## config.mk

```make
export PLATFORM = sky130hd
export DESIGN_NAME = rtmq_sqrt_pipe
export DESIGN_NICKNAME = d
export VERILOG_FILES = /design/src/rtmq_sqrt_pipe.sv
export SDC_FILE = /design/constraint.sdc
export NUM_CORES = 1
export LEC_CHECK = 0
export ABC_AREA = 1
export BUFFER_PORTS_ARGS = -buffer_cell sky130_fd_sc_hd__buf_2
export CAP_MARGIN = 10
export CORE_MARGIN = 5
export CORE_UTILIZATION = 55
export CTS_CLUSTER_DIAMETER = 40
export CTS_CLUSTER_SIZE = 20
export DETAILED_ROUTE_END_ITERATION = 7
export PLACE_DENSITY_LB_ADDON = 0.08
export SLEW_MARGIN = 20
export SYNTH_ARGS = -nofsm -noshare
export SYNTH_HDL_FRONTEND = slang
export SYNTH_SLANG_ARGS = --single-unit
```

## constraint.sdc

```tcl
create_clock -name clk -period 2.9 [get_ports clk]
set_input_delay 0.145 -clock clk [delete_from_list [all_inputs] [get_ports clk]]
set_output_delay 0.145 -clock clk [all_outputs]
set_load 0.01 [all_outputs]
```

## src/rtmq_sqrt_pipe.sv

```systemverilog
// Pipelined integer square root, one root bit per register stage.
// Stand-alone; the caller supplies the shared stage enable.
module rtmq_sqrt_pipe #(
	parameter int HW = 16,
	parameter int TW = 8
) (
	input  logic            clk,
	input  logic            en,
	input  logic [2*HW-1:0] rad,
	input  logic [TW-1:0]   tag_in,
	output logic [HW-1:0]   root,
	output logic [TW-1:0]   tag_out
);
	logic [HW+1:0]   rem_s  [HW];
	logic [HW-1:0]   root_s [HW];
	logic [2*HW-1:0] rad_s  [HW];
	logic [TW-1:0]   tag_s  [HW];

	for (genvar i = 0; i < HW; i++) begin : g_stage
		logic [HW+1:0]   rem_p;
		logic [HW-1:0]   root_p;
		logic [2*HW-1:0] rad_p;
		logic [TW-1:0]   tag_p;
		logic [HW+3:0]   sh, trial, diff;
		logic            ge;

		if (i == 0) begin : g_first
			assign rem_p  = '0;
			assign root_p = '0;
			assign rad_p  = rad;
			assign tag_p  = tag_in;
		end else begin : g_next
			assign rem_p  = rem_s[i-1];
			assign root_p = root_s[i-1];
			assign rad_p  = rad_s[i-1];
			assign tag_p  = tag_s[i-1];
		end

		always_comb begin
			sh    = {rem_p, rad_p[2*HW-1 -: 2]};
			trial = {2'b00, root_p, 2'b01};
			ge    = sh >= trial;
			diff  = sh - trial;
		end

		always_ff @(posedge clk) begin
			if (en) begin
				rem_s[i]  <= ge ? diff[HW+1:0] : sh[HW+1:0];
				root_s[i] <= {root_p[HW-2:0], ge};
				rad_s[i]  <= rad_p << 2;
				tag_s[i]  <= tag_p;
			end
		end
	end

	assign root    = root_s[HW-1];
	assign tag_out = tag_s[HW-1];
endmodule

```

==> reports/qor.txt <==
Run status -> finished, final reports clean
Num rows -> 94
ANT nets after route -> 0
Worst-path fanout max -> 24
Root buf cell -> clkbuf_16
Total Power Consumption -> 31.0 mW
RD Place Congestion -> 0.922
TNS Setup -> 0 ps
DR WL/cell -> 16.9 um
DR pass1 iterations -> 5
Main synth FF type -> edfxtp_1
Width of the die -> 267 um
Initial Utilization -> 0.554
#FFs+latches synth -> 754
Sequential power share -> 0.448
Via density -> 5.21
Tightest slew margin relative to the limit -> 0.591
Final setup viols -> 0
CP top delay family -> simple AND/OR/NAND/NOR gates
Slew @ Worst Pin -> 614 ps
Crit share post-route -> 0.846
Placed cell areas -> 37900 um2
CP required -> 3270 ps
Grt ovf -> 0
Syn nets -> 3591
PD cells -> 740 nW/um2
Synth-to-layout area growth -> 15.2%
DP HPWL -> 57400 um
Final non-filler cell area -> 41900 um2
Initial antenna violation count -> 0
DIE HEIGHT -> 267 um
Port bufs -> 65
CTS tree -> yes
Crit start category -> flip-flop
Fin Hold WS -> 207 ps
Clock skew -> 25.4 ps
Max frequency -> 407 MHz
Full die area -> 71400 um2
Arrival time worst endpoint -> 2820 ps
Share of Yosys cell area claimed by the top area cell type -> 0.622
Post-synth ARST share -> 0
Fillers -> 5130
Cells after Synth -> 3396
Clock power share -> 0.412
Setup WS pre-CTS -> 437 ps
First-pass GRT wire length -> 124000 um
Unrepaired setup endpoints after global routing -> false
CP dominant cell by count -> nand2_1
Final #Nets -> 3807
Synth unique cells -> 51
Sw Share -> 0.285
Clock Latency Late Sink -> 650 ps
Final Max Tran Viols -> 0
Vias in the first global route -> 23675
CTS buffer count -> 103
Setup Crit Path Kind -> reg -> reg
Max Cap Viol -> 0
Mapped cell area -> 36400 um2
Hold crit path type -> in -> reg
Worst stage delay on the critical path -> 510 ps
Num Clock Sinks -> 754
Worst-path cell chain -> inv_1 -> ha_1 -> nand2_1 -> o21ai_2 -> nand2_1 -> nand2_2 -> nand2_2 -> nand2_4 -> nor2_4 -> buf_4 -> nand2_1 -> nand2_1
Seq/Total Area, Yosys -> 0.622
Iter 0 DRT Violations -> 1767
Synth Area per Inst -> 10.7 um2
P_int -> 22.2 mW
Gr usage total -> 0.217
Drt drc -> 0
CP max stage cell -> edfxtp_1
Setup ws final -> 445 ps
WP buf/inv -> 2
Largest net degree at the start of global routing -> 93
Boundary Pins -> 66
Fin. Hold Viols -> 0
Routed WL -> 77300 um
Area contributors post-synth -> edfxtp_1 (62%), nand2_1 (9.0%), ha_1 (5.3%)
Clock slew at reported path FFs -> 70 ps
Maximum resistive drop on vdd -> 0.601 mV
Post-CTS Resized -> 0
Static power due to leakage -> 17.6 nW
Core Region -> 65700 um2
NetSw -> 8.83 mW
Via count -> 23804
CP endpoint kind -> flip-flop
Fin crit period -> 2450 ps
Synth warn -> 0
Ratio of cells with drive above 1 in the final layout -> 0.134
Clock Path Buffers -> 3
Logic pwr share -> 0.140
Yosys top cell by area -> edfxtp_1
CTS H-tree depth -> 3
Post-synth EDFFs -> 754
routing by layer:
| metal | GRT usage | vias up | routed length [um] |
|---|---|---|---|
| li1 | - | 11917 | - |
| met1 | 0.278 | 11233 | 32700 |
| met2 | 0.384 | 498 | 39200 |
| met3 | 0.0306 | 156 | 2820 |
| met4 | 0.0736 | 0 | 2610 |
| met5 | 0 | - | 0 |
synth_stat cells (2+ instances only):
| master | n |
|---|---|
| a21o_1 | 3 |
| a21oi_1 | 115 |
| a21oi_2 | 49 |
| and2_1 | 3 |
| buf_12 | 5 |
| buf_2 | 2 |
| buf_4 | 7 |
| buf_6 | 10 |
| edfxtp_1 | 754 |
| ha_1 | 153 |
| inv_1 | 465 |
| inv_2 | 10 |
| inv_4 | 2 |
| nand2_1 | 869 |
| nand2_2 | 54 |
| nand2_4 | 6 |
| nand3_1 | 195 |
| nand3_2 | 5 |
| nand3_4 | 3 |
| nand3b_1 | 30 |
| nand4_1 | 42 |
| nand4_2 | 2 |
| nor2_1 | 280 |
| nor2_2 | 15 |
| nor2_4 | 5 |
| nor2_8 | 2 |
| nor3_1 | 29 |
| nor3_2 | 2 |
| nor3_4 | 2 |
| nor3b_2 | 2 |
| nor4_1 | 4 |
| o211ai_1 | 3 |
| o21a_1 | 4 |
| o21ai_0 | 71 |
| o21ai_1 | 21 |
| o21ai_2 | 45 |
| o21bai_1 | 6 |
| or2_1 | 2 |
| or2_2 | 8 |
| xnor2_1 | 44 |
| xor2_1 | 57 |
logic make-up (layout without fill, tap and decap cells):
| logic type | Yosys count | in the layout | share of synthesized area |
|---|---|---|---|
| DFF | 754 | 754 | 0.622 |
| buffers and inverters | 504 | 810 | 0.0574 |
| xor gates and xnor gates | 101 | 101 | 0.0243 |
| and+or+nand+nor | 1564 | 1564 | 0.189 |
| adders and majority gates | 153 | 153 | 0.0526 |
| other | 1 | 2 | 0.000103 |
| AOI/OAI and AO/OA | 319 | 319 | 0.0549 |
sequential cells by signal (all words and copies together) (netlist names):
name    count
rad_s     240
root_s    136
tag_s     128
rem_s     250
repair_timing:
action	in CTS	in global routing
setup buffers	0	0
endpoints found under the hold margin	85	0
hold buffers	42	0
area by class of cell:
class,instances,area (um2),share of cell area
Multi-Input combinational cell,2138,11700,0.278
Timing Repair Buffer,136,1110,0.0265
Clock buffer,105,2610,0.0621
Sequential cell,754,22600,0.540
Inverter,479,1810,0.0431
Antenna cell,1,2.50,0.0000597
Tap cell,864,1080,0.0258
Clock inverter,90,1010,0.0242
power groups by stage:
stage          clock, mW  combinational (mW)  sequential [mW]
5_1_grt             13.6                4.91             14.0
6_report            12.8                4.35             13.9
3_3_place_gp           0                4.25             14.1
3_5_place_dp           0                4.29             14.1
4_1_cts             13.0                4.36             13.9
2_1_floorplan          0                3.11             13.8
stage by stage:
step	util	cells
final	0.638	4567
after global routing	0.638	4566
after CTS	0.638	4566
after detailed placement	0.576	4329
after global placement	0.576	4329
after floorplan	-	3396
cell usage in the layout (no fill, tap or decap), drive strengths merged:
cell type and count:
a21boi 2, a21o 3, a21oi 164, and2 3, buf 94, bufinv 5, clkbuf 105, clkinv 34
clkinvlp 7, conb 1, diode 1, dlygate4sd3 42, edfxtp 754, ha 153, inv 523, nand2 929
nand2b 1, nand3 203, nand3b 30, nand4 44, nor2 302, nor2b 1, nor3 33, nor3b 2
nor4 5, o211ai 3, o21a 4, o21ai 137, o21bai 6, or2 11, xnor2 44, xor2 57
final timing paths:
check | from | end | slack (ps) | cells after the start
worst max-delay path | root_s[6][0] | rem_s[1][101] | 450 | 12
worst min-delay path | rad[3] | rad_s[0][3] | 210 | 2
worst max register to register | root_s[6][0] | rem_s[1][101] | 450 | 12
worst min register to register | rad_s[0][173] | rad_s[0][205] | 400 | 0
worst reg2reg max path, cell delays in order (launching register included):
cell and delay [ps]:
edfxtp_1 510, inv_1 90, ha_1 380, nand2_1 110, o21ai_2 250, nand2_1 100
nand2_2 120, nand2_2 90, nand2_4 90, nor2_4 30, buf_4 220, nand2_1 110
nand2_1 100
No activity file was read; power rests on OpenSTA's default activity.
